**config.mk**
```make
export PLATFORM = sky130hd
export DESIGN_NAME = nmea_chk_eval
export DESIGN_NICKNAME = d
export VERILOG_FILES = /design/src/rtl/nmea_chk_pkg.sv /design/src/rtl/nmea_chk_eval.sv
export SDC_FILE = /design/constraint.sdc
export NUM_CORES = 1
export LEC_CHECK = 0
export BUFFER_PORTS_ARGS = -buffer_cell sky130_fd_sc_hd__buf_4
export CAP_MARGIN = 30
export CORE_MARGIN = 5
export CORE_UTILIZATION = 49
export DETAILED_ROUTE_END_ITERATION = 10
export MAX_ROUTING_LAYER = met4
export PLACE_DENSITY = 0.9
export RECOVER_POWER = 50
export SYNTH_ARGS = -nofsm -noshare
export SYNTH_HDL_FRONTEND = slang
export SYNTH_SLANG_ARGS = --single-unit
```
**constraint.sdc**
```tcl
create_clock -name vclk -period 9.9
set_input_delay 1.98 -clock vclk [all_inputs]
set_output_delay 1.98 -clock vclk [all_outputs]
set_load 0.01 [all_outputs]
```
**src/rtl/nmea_chk_pkg.sv**
```systemverilog
// Shared types, constants and helpers for the NMEA sentence checksum checker.
// No dependencies.
package nmea_chk_pkg;

    localparam int MAX_SENTENCE_LEN_DEF = 256;
    localparam int DIGIT_COUNT          = 2;

    localparam logic [7:0] DOLLAR_CHAR = 8'h24;
    localparam logic [7:0] STAR_CHAR   = 8'h2A;
    localparam logic [7:0] CHAR_0      = 8'h30;
    localparam logic [7:0] CHAR_9      = 8'h39;
    localparam logic [7:0] CHAR_UA     = 8'h41;
    localparam logic [7:0] CHAR_UF     = 8'h46;
    localparam logic [7:0] CHAR_LA     = 8'h61;
    localparam logic [7:0] CHAR_LF     = 8'h66;

    typedef enum logic [1:0] {
        ST_VALID     = 2'd0,
        ST_MISMATCH  = 2'd1,
        ST_MALFORMED = 2'd2,
        ST_RANGE     = 2'd3
    } t_status;

    typedef struct packed {
        logic       ok;
        logic [3:0] val;
    } t_hex;

    typedef struct packed {
        t_status    status;
        logic [7:0] computed;
        logic [7:0] received;
        logic [7:0] plen;
    } t_result;

    function automatic t_hex hex_value(input logic [7:0] c);
        t_hex h;
        h.ok  = 1'b1;
        h.val = 4'd0;
        if (c >= CHAR_0 && c <= CHAR_9) begin
            h.val = 4'(c - CHAR_0);
        end else if (c >= CHAR_UA && c <= CHAR_UF) begin
            h.val = 4'(c - CHAR_UA + 8'd10);
        end else if (c >= CHAR_LA && c <= CHAR_LF) begin
            h.val = 4'(c - CHAR_LA + 8'd10);
        end else begin
            h.ok = 1'b0;
        end
        return h;
    endfunction

endpackage

```
**src/rtl/nmea_chk_eval.sv**
```systemverilog
// Final-byte evaluation: checksum form check, hex decode, status and length.
// Depends on nmea_chk_pkg.
module nmea_chk_eval
    import nmea_chk_pkg::*;
#(
    parameter  int MAX_SENTENCE_LEN = MAX_SENTENCE_LEN_DEF,
    localparam int CntW             = $clog2(MAX_SENTENCE_LEN + 2)
) (
    input  logic [CntW-1:0]  i_len,
    input  logic             i_dollar,
    input  logic [2:0][7:0]  i_tail,
    input  logic [7:0]       i_xor,
    input  logic             i_skip,
    output t_result          o_res
);

    localparam int PlW = (CntW > 8) ? CntW : 8;

    logic [CntW-1:0] body;
    t_hex            hi;
    t_hex            lo;
    logic            formed;
    logic [7:0]      received;
    t_status         status;
    logic [PlW-1:0]  plen_full;

    always_comb begin
        body     = i_len - CntW'(i_dollar);
        hi       = hex_value(i_tail[1]);
        lo       = hex_value(i_tail[0]);
        formed   = (body >= CntW'(DIGIT_COUNT + 1)) && (i_tail[2] == STAR_CHAR)
                   && hi.ok && lo.ok;
        received = formed ? {hi.val, lo.val} : 8'd0;

        if (i_len > CntW'(MAX_SENTENCE_LEN)) begin
            status = ST_RANGE;
        end else if (i_skip) begin
            status = (i_len >= CntW'(DIGIT_COUNT)) ? ST_VALID : ST_MALFORMED;
        end else if (!formed) begin
            status = ST_MALFORMED;
        end else begin
            status = (received == i_xor) ? ST_VALID : ST_MISMATCH;
        end

        plen_full = PlW'(i_len) - PlW'(DIGIT_COUNT);

        o_res.status   = status;
        o_res.computed = i_xor;
        o_res.received = received;
        if (status != ST_VALID) begin
            o_res.plen = 8'd0;
        end else if (plen_full > PlW'(255)) begin
            o_res.plen = 8'hFF;
        end else begin
            o_res.plen = plen_full[7:0];
        end
    end

endmodule

```
# After elaboration in Yosys (flattened, before gate mapping)
# Index checks and enable logic that the tools add are counted.
op_classes:
  add_sub_neg: 12
  order_cmp: 16
  n_eq_ne: 2
  n_mux: 20
  n_reduce_logical: 10
op_table:
  columns: ["op", "count"]
  rows:
  - ["$ge A8 B7 Y1 const B", 4]
  - ["$le A8 B7 Y1 const B", 4]
  - ["$mux W4", 6]
  - ["$mux W8", 3]
  - ["$sub A4 B1 Y4 const B", 6]
  - ["$ge A9 B2 Y1 const B", 2]
  - ["$add A4 B4 Y4 const B", 4]
  - ["$ge A8 B6 Y1 const B", 2]
  - ["$le A8 B6 Y1 const B", 2]
  - ["$gt A9 B8 Y1 const B", 1]
  - ["$gt A9 B9 Y1 const B", 1]
  - ["$logic_and A1 B1 Y1", 9]
  - ["$sub A9 B1 Y9", 1]
  - ["$sub A9 B2 Y9 const B", 1]
  - ["$eq A8 B6 Y1 const B", 1]
  - ["$eq A8 B8 Y1", 1]
  - ["$mux W2", 4]
  - ["$mux W1", 7]
  - ["$reduce_bool A2 Y1", 1]
word_totals:
  regBits: 0
  input_bits: 43
  out_inout_bits: 26
  elab_cells: 60

# Depth between registers and ports, before layout
# Gate-level depths: netlist of run 1.
depth:
  ltp_word: 15
  ltp_mapped: 11
  depth_no_buf: 10

# Worst setup path after synthesis of run 1
# Ideal clock, no wire load.
synth_path:
  path_kind: "input -> output"
  from: "input i_tail[0] in the netlist's numbering"
  to: "output o_res[0] in the netlist's numbering"
  arrival_time_ps: 4283
  required_ps: 7920
  slack_ps: 3637
  cell_stages: 10
  path_buffers: 1
  path_cell_list: "inv_1 ha_1 o21bai_4 a21oi_2 o21bai_1 or3_1 buf_6 o21bai_1 a211o_1 a221oi_1"
synth_lines:
  columns: ["element", "line_no", "rtl"]
  rows:
  - ["from (decl)", "nmea_chk_eval.sv:11", "input logic [2:0][7:0] i_tail,"]
  - ["to (decl)", "nmea_chk_eval.sv:14", "output t_result o_res"]

==> reports/qor.yml, run 1 <==
status: "finished, violations left"
violations: "capacitance limit, slew limit"
hpwlAfterDp_mm: 2.85
wl_per_cell_um: 13.7
antenna_found_initial: 0
netlist_area_mm2: 0.00109
hold_buffers: 0
relSlewSlack: -0.0421
nets: 265
fill_cells: 187
synth_fp_nets: 204
portBuffers: 69
nClkBuffers: 0
min_to: "o_res[18]"
setup_ws_ns: 2.49
drc: 0
max_freq_mhz: 135
maxCapViolCount: 1
synthDistinctLibCells: 44
design.seq.count: 0
grt_first_pass_wirelength_mm: 5.50
dp_slack_ns: 3.14
place_congestion: 0.893
setup_viol: 0
drt-pass1-iter-count: 4
fin_setup_tns_ns: 0
syn2layout_area_growth_pct: 39.0
hold_class: "in2out"
drv_slew: 9
fin_crit_ns: 7.41
cp_max_fo: 9
hold_viol: 0
critPathSlowestCell: "a2111oi_0"
min_from: "i_xor[2]"
ir_drop_v: 0.0000212
crit_path_start_kind: "input pin"
syn_inst: 150
whs_path_depth: 2
leakagePower_uw: 0.000670
final_area_mm2: 0.00152
worstPathRequired_ns: 7.92
post-cts-setup-buffers: 0
ys_warn_count: 0
vias: 1356
groute.usage.overall: 0.200
syn_area_per_cell_um2: 7.30
start_util: 0.505
cp.arrival_ns: 5.43
rsz0062_at_grt: "false"
gr-total-overflow: 0
grt_max_degree: 10
viasPerCell: 5.72
core_area_mm2: 0.00217
post-route-period-util: 0.749
seqCellArea_um2: 0
die_h_um: 57.3
antenna_cells: 0
p_per_area_mw_per_mm2: 34.7
grt_pass1_vias: 1367
ys_seq_area_frac: 0
final_antenna_net_count: 0
drtIter0Drc: 48
die_x_um: 57.3
critPathMaxStageDelay_ns: 1.19
crit_type: "in2out"
pin_count: 69
layout-drive-gt1-share: 0.316
rows: 17
dieArea_mm2: 0.00328
routed_wl_mm: 3.25
cp-end-kind: "output pin"
tightest_slew_ns: 1.52
postCtsResizedCells: 0
cp_cell_sequence: "buf_4 -> inv_1 -> ha_1 -> ha_1 -> xnor2_1 -> o21ai_0 -> a2111oi_0 -> or3_1 -> o31ai_1 -> a211o_1 -> a221oi_1 -> buf_4"
place_area_mm2: 0.00157
-- cells in the mapped netlist, types with 2 or more instances --
library cell	number	share of area
a211oi_1	3	0.021
o31ai_1	3	0.021
xnor2_1	8	0.064
nor3_1	4	0.018
o31a_1	2	0.016
ha_1	11	0.13
a221oi_1	3	0.024
a21oi_1	6	0.027
nor2b_1	2	0.011
a21o_1	6	0.041
xor2_1	4	0.032
nand2_1	5	0.017
o21bai_1	3	0.021
nand2b_1	6	0.034
a21oi_2	3	0.024
nor2_1	16	0.055
nor4b_1	2	0.016
o211ai_1	4	0.027
or3_1	2	0.011
nand3_1	5	0.023
a31o_2	2	0.016
inv_1	10	0.034
o21ai_0	7	0.032
buf_4	8	0.055
o41ai_1	2	0.016
mux2i_1	3	0.027
or4_1	3	0.021
-- placed cells by master, fill, tap and decap left out, types with 5 or more instances in the layout --
master | Yosys | final
a21o_1 | 6 | 6
clkbuf_1 | 1 | 12
ha_1 | 11 | 11
a21oi_1 | 6 | 6
nand2_1 | 5 | 5
nor2_1 | 16 | 16
o21ai_0 | 7 | 7
nand2b_1 | 6 | 6
inv_1 | 10 | 10
buf_4 | 8 | 57
nand3_1 | 5 | 5
xnor2_1 | 8 | 8
-- report_power, final --
| part | internal, uW | switching [uW] |
|---|---|---|
| registers | 0 | 0 |
| clock network | 0 | 0 |
| logic | 27.3 | 25.5 |
-- stage by stage --
| step | power [uW] | util | hold WS (ns) | std cells |
|---|---|---|---|---|
| floorplan | 28.9 | - | 4.05 | 150 |
| global placement | 52.5 | 0.725 | 4.16 | 237 |
| detailed placement | 54.3 | 0.725 | 4.16 | 237 |
| CTS | 54.5 | 0.725 | 4.16 | 237 |
| global route | 58.3 | 0.701 | 4.21 | 237 |
| finish | 52.8 | 0.701 | 4.19 | 237 |
-- critical path: cells and delay by family --
kind	cells	cell delay, ns
fa+ha+maj	2	0.39
compound gates	5	2.19
buf+inv	3	0.34
simple gates	1	0.40
xor+xnor	1	0.13
-- cell families after synthesis --
| logic type | Yosys count | synth area share |
|---|---|---|
| AOI/OAI and AO/OA | 52 | 0.367 |
| and+or+nand+nor | 52 | 0.281 |
| buffers and inverters | 20 | 0.103 |
| xor gates and xnor gates | 12 | 0.0960 |
| adders and majority gates | 11 | 0.126 |
| muxes | 3 | 0.0274 |
-- routing by layer --
layer	track usage	routed length, um	share of wire
met3	0.0385	269	0.083
met2	0.364	1690	0.52
met4	0.0497	0	0
met1	0.223	1290	0.40
met5	-	0	0
-- layout make-up --
cell class / instances / area (um2) / area share
multi-input cells: 130 / 976 / 0.641
repair buffers: 69 / 473 / 0.311
inverters: 10 / 37.5 / 0.0247
well taps: 28 / 35.0 / 0.0230
-- worst max path at each step --
| stage | startpoint | to | slack (ns) | depth (start not counted) |
|---|---|---|---|---|
| 6_report | i_len[0] | o_res[2] | 2.49 | 12 |
| 5_1_grt | i_len[0] | o_res[2] | 2.05 | 12 |
| 4_1_cts | i_len[0] | o_res[2] | 3.13 | 12 |
| 3_5_place_dp | i_len[0] | o_res[2] | 3.14 | 12 |
| 3_3_place_gp | i_len[0] | o_res[1] | 3.29 | 12 |
| 2_1_floorplan | i_tail[0] | o_res[0] | 3.64 | 10 |
No activity file was read; power rests on OpenSTA's default activity.
==> inputs of run 2 (changes only) <==
--- a/config.mk
+++ b/config.mk
@@ -5,13 +5,14 @@
 export SDC_FILE = /design/constraint.sdc
 export NUM_CORES = 1
 export LEC_CHECK = 0
+export ABC_AREA = 1
 export BUFFER_PORTS_ARGS = -buffer_cell sky130_fd_sc_hd__buf_4
 export CAP_MARGIN = 30
 export CORE_MARGIN = 5
-export CORE_UTILIZATION = 49
+export CORE_UTILIZATION = 43
 export DETAILED_ROUTE_END_ITERATION = 10
 export MAX_ROUTING_LAYER = met4
-export PLACE_DENSITY = 0.9
+export PLACE_DENSITY = 0.81
 export RECOVER_POWER = 50
 export SYNTH_ARGS = -nofsm -noshare
 export SYNTH_HDL_FRONTEND = slang
==> constraint.sdc (replaced) <==
create_clock -name vclk -period 6.8
set_input_delay 1.36 -clock vclk [all_inputs]
set_output_delay 1.36 -clock vclk [all_outputs]
set_load 0.01 [all_outputs]
==> run 2 against run 1 <==
The flow now finishes without violations. Critical path type unchanged. Highest routed layer unchanged. Global-route usage fell by 4.7 points. Die area rose by 27%. Area after synthesis rose by 16%. Clock-buffer cell count did not move. Combinational power rose by 49%. Setup slack got worse by 0.98 ns.
==> reports/qor.yml, run 2 <==
synth_area_leaders: "nand2_1, inv_1, ha_1, nor2_1, nand3_1"
rows: 19  # +2
hold_buffers: 0  # unchanged
crit_type: "in2out"
antenna_found_initial: 0  # unchanged
portBuffers: 69  # unchanged
setup_viol: 0  # unchanged
hpwlAfterDp_mm: 2.94  # +3.0%
synth_fp_nets: 304  # +49%
relSlewSlack: 0.599  # +0.642
place_congestion: 0.915  # +2.5%
gr-total-overflow: 0  # unchanged
final_antenna_net_count: 0  # unchanged
routed_wl_mm: 3.28  # +1.0%
synthAdderAreaFrac: 0.108  # -0.0177
cp-end-kind: "output pin"
grt_max_degree: 17  # +7
die_h_um: 64.4  # +12%
synth.most_common_cell: "nand2_1"
fin_cells: 340  # +43%
nets: 365  # +38%
ys_seq_area_frac: 0  # unchanged
synthDistinctLibCells: 26  # -41%
status: "complete, no violations"
layout-drive-gt1-share: 0.272  # -0.0439
start_util: 0.454  # -0.0506
synthMuxAreaShare: 0  # -0.0274
maxCapViolCount: 0  # -1
synth_top_family_by_area: "simple AND/OR/NAND/NOR gates"
cp_max_fo: 16  # +7
max_freq_mhz: 189
hold_class: "in2out"
whs_path_depth: 2  # unchanged
grt_pass1_vias: 1304  # -4.6%
drc: 0  # unchanged
rsz0062_at_grt: "false"
synth-simple-area-share: 0.583  # +0.301
antenna_cells: 0  # unchanged
synth_compound_area_frac: 0.0344  # -0.332
pin_count: 69  # unchanged
synthTopCellsByCount: "nand2_1, inv_1, nor2_1"
design.seq.count: 0  # unchanged
tightest_slew_ns: 0.599  # -0.925 ns
multi_input_area_um2: 972  # -0.38%
syn2layout_area_growth_pct: 32.7
vias: 1581  # +17%
drt-pass1-iter-count: 4  # unchanged
hold_viol: 0  # unchanged
ys_warn_count: 0  # unchanged
netlist_area_mm2: 0.00127  # +16%
drtIter0Drc: 63  # +31%
leakagePower_uw: 0.00107  # +60%
crit_path_start_kind: "input pin"
final_cell_mix: "nand2_1, buf_4, inv_1"
nClkBuffers: 0  # unchanged
groute.usage.overall: 0.154  # -0.0465
fin_crit_ns: 5.29
synth_top_cell_by_area: "nand2_1"
total_power_uw: 78.9  # +49%
cp.arrival_ns: 3.93  # -1.50 ns
dieArea_mm2: 0.00415  # +27%
p_per_area_mw_per_mm2: 46.7  # +34%
die_x_um: 64.4  # +12%
post-cts-setup-buffers: 0  # unchanged
post-route-period-util: 0.777
fin_util: 0.603  # -0.0987
seqCellArea_um2: 0  # unchanged
drv_slew: 0  # -9
layout_commonest_cell: "nand2_1"
viasPerCell: 4.65  # -19%
syn_area_per_cell_um2: 5.09  # -30%
worstPathRequired_ns: 5.44  # -2.48 ns
grt_first_pass_wirelength_mm: 5.36  # -2.5%
ir_drop_v: 0.0000208  # -2.2%
yosys.area_share.xor_xnor: 0.0481  # -0.0479
fin_setup_tns_ns: 0  # unchanged
syn_inst: 250  # +67%
wl_per_cell_um: 9.65  # -30%
fill_cells: 310  # +66%
core_area_mm2: 0.00281  # +29%
dpl.cell_count: 340  # +43%
postCtsResizedCells: 0  # unchanged
synth_top_area_frac: 0.209  # +0.0835
run 2: worst paths after layout:
kind                  from   endpoint  slack (ns)
setup / recovery  i_len[0]   o_res[3]        1.51
hold / removal    i_xor[6]  o_res[22]        2.95
run 2: routing by layer:
layer	GRT usage	wire length (um)
met2	0.272	1610
met1	0.211	1470
met5	-	0
met3	0.00173	203
met4	0	0
run 2: metrics by stage:
stage | setup WS [ns] | hold WS [ns] | cell area, um2
final | 1.51 | 2.95 | 1690
after global routing | 1.19 | 2.96 | 1690
after CTS | 1.86 | 2.92 | 1750
after detailed placement | 1.86 | 2.92 | 1750
after global placement | 1.93 | 2.92 | 1750
after floorplan | 2.24 | 2.81 | 1270
run 2: worst max-delay path, cell delays in order:
cell and delay (ns):
buf_4 0.08, inv_1 0.07, ha_1 0.24, ha_1 0.28
inv_1 0.03, nand2_1 0.05, nand2_1 0.04, nor2_1 0.09
nand2_1 0.07, nor2_2 0.10, nand3_1 0.43, nand3_1 0.32
nand2_1 0.07, nand2_1 0.08, nand2_1 0.05, nor2_1 0.08
nand2_1 0.07, nand2_2 0.09, nand2_4 0.10, nor2_2 0.11
buf_4 0.12
run 2: logic make-up after synthesis:
group / count (synthesis)
compound gates: 8
xor+xnor: 7
fa+ha+maj: 11
buf+inv: 65
simple gates: 159
run 2: area by class of cell:
type               count  area share
multi-input cells    185       0.575
repair buffers        69       0.280
inverters             55       0.122
well taps             31      0.0229
run 2: report_power, final:
part	switching (uW)	internal (uW)	leakage (uW)
Sequential	0	0	0
Combinational	41.9	36.9	0.00107
Clock	0	0	0
Total	41.9	36.9	0.00107
==> inputs of run 3 (changes only) <==
--- a/config.mk
+++ b/config.mk
@@ -9,10 +9,10 @@
 export BUFFER_PORTS_ARGS = -buffer_cell sky130_fd_sc_hd__buf_4
 export CAP_MARGIN = 30
 export CORE_MARGIN = 5
-export CORE_UTILIZATION = 43
+export CORE_UTILIZATION = 48
 export DETAILED_ROUTE_END_ITERATION = 10
 export MAX_ROUTING_LAYER = met4
-export PLACE_DENSITY = 0.81
+export PLACE_DENSITY = 0.85
 export RECOVER_POWER = 50
 export SYNTH_ARGS = -nofsm -noshare
 export SYNTH_HDL_FRONTEND = slang
==> constraint.sdc (replaced) <==
create_clock -name vclk -period 5.5
set_input_delay 1.1 -clock vclk [all_inputs]
set_output_delay 1.1 -clock vclk [all_outputs]
set_load 0.01 [all_outputs]
==> run 3 against run 2 <==
Die area fell by 8.8%. Global-route usage rose by 2.8 points. Via count did not move. Critical path depth did not move. Clock-buffer cell count did not move. Flip-flop and latch count did not move. Setup slack got worse by 0.74 ns. Worst hold slack got worse by 0.52 ns. Non-clock buffer count did not move. Utilization rose by 7.3 points. Cell count fell by 0.29%.
==> reports/qor.yml, run 3 (synthesized netlist as in run 2, its figures left out) <==
status: "complete, no violations"
path_common_cell: "nand2_1"
post-cts-setup-buffers: 0  # unchanged
dpl.cell_count: 339  # -0.29%
grt_util_met1: 0.251  # +0.0405
crit_path_start_kind: "input pin"
groute.usage.overall: 0.182  # +0.0283
use_met2: 0.318  # +0.0465
cp.arrival_ns: 3.63  # -0.30 ns
grt_first_pass_wirelength_mm: 5.46  # +1.8%
syn2layout_area_growth_pct: 32.6  # about the same
drt-pass1-iter-count: 4  # unchanged
fin_crit_ns: 4.73
fin_cells: 339  # -0.29%
max_freq_mhz: 211
drc: 0  # unchanged
cp_max_fo: 16  # unchanged
ir_drop_v: 0.0000418  # +100%
drv_slew: 0  # unchanged
postCtsResizedCells: 0  # unchanged
critPathSlowestCell: "nand3_1"
viasPerCell: 4.66  # +0.29%
rows: 18  # -1
tightest_slew_ns: 0.581  # -0.0183 ns
portBuffers: 69  # unchanged
worstPathRequired_ns: 4.40  # -1.04 ns
wl_per_cell_um: 10.1  # +4.9%
design.seq.count: 0  # unchanged
routed_wl_mm: 3.43  # +4.6%
die_x_um: 61.5  # -4.5%
place_area_mm2: 0.00175  # about the same
antenna_cells: 0  # unchanged
leakagePower_uw: 0.00107  # unchanged
drtIter0Drc: 49  # -22%
post-route-period-util: 0.860
gr-total-overflow: 0  # unchanged
maxCapViolCount: 0  # unchanged
place_congestion: 0.872  # -4.7%
cp-end-kind: "output pin"
relSlewSlack: 0.612  # +0.0123
antenna_found_initial: 0  # unchanged
core_area_mm2: 0.00250  # -11%
die_h_um: 61.5  # -4.5%
hpwlAfterDp_mm: 3.08  # +4.7%
pin_count: 69  # unchanged
grt_pass1_vias: 1325  # +1.6%
hold_class: "in2out"
total_power_uw: 98.4  # +25%
grt_max_degree: 17  # unchanged
setup_viol: 0  # unchanged
hold_viol: 0  # unchanged
fin_setup_tns_ns: 0  # unchanged
final_antenna_net_count: 0  # unchanged
dp_slack_ns: 1.10  # -0.762 ns
rsz0062_at_grt: "false"
nClkBuffers: 0  # unchanged
met3_usage: 0  # -0.00173
hold_buffers: 0  # unchanged
top_usage_layer: "met2"
crit_type: "in2out"
seqCellArea_um2: 0  # unchanged
critPathMaxStageDelay_ns: 0.42  # about the same
start_util: 0.510  # +0.0555
fill_cells: 267  # -14%
final_cell_mix: "nand2_1, buf_4, inv_1"
layout_commonest_cell: "nand2_1"
setup_ws_ns: 0.770  # -0.744 ns
p_per_area_mw_per_mm2: 58.3  # +25%
dieArea_mm2: 0.00378  # -8.8%
cp_cell_sequence: "buf_4 -> inv_1 -> ha_1 -> ha_1 -> inv_1 -> nand2_1 -> nand2_1 -> nor2_1 -> nand2_1 -> nor2_2 -> nand3_1 -> nand3_1 -> nand2_1 -> nand2_1 -> nand2_1 -> nor2_1 -> nand2_1 -> nand2_2 -> nand2_4 -> nor2_2 -> buf_4"
nets: 365  # unchanged
vias: 1581  # unchanged
layout-drive-gt1-share: 0.272  # unchanged
final_area_mm2: 0.00169  # about the same
## run 3: cell counts in the layout (fill, tap and decap cells not counted)
No cell type changed its count.
## run 3: layout make-up
type / count / area [um2] / area share
multi-input cells: 185 / 972 / 0.576
inverters: 55 / 206 / 0.122
well taps: 30 / 37.5 / 0.0222
repair buffers: 69 / 473 / 0.280
## run 3: worst max-delay path, delay by kind of cell
family,cells,cell delay [ns]
buffers and inverters,4,0.30
adder cells (fa/ha/maj),2,0.52
AND/OR/NAND/NOR,15,1.71
## run 3: metal layers
layer  vias to the layer above  part of all wire
li1                        869                 -
met4                         0                 0
met1                       676              0.45
met3                         0             0.061
met2                        36              0.49
met5                         -                 0
## run 3: worst paths after layout
path	startpoint	endpoint	slack [ns]	cells past startpoint
min	i_xor[7]	o_res[23]	2.43	2
max	i_len[0]	o_res[2]	0.77	21
## run 3: through the flow
stage | util | hold WS [ns]
floorplan | - | 2.29
global placement | 0.699 | 2.40
detailed placement | 0.699 | 2.40
CTS | 0.699 | 2.40
global route | 0.676 | 2.44
finish | 0.676 | 2.43
## run 3: where the power goes
group	internal, uW	leakage (uW)	total (uW)	switching (uW)
Combinational	45.8	0.00107	98.4	52.6
Sequential	0	0	0	0
Clock	0	0	0	0
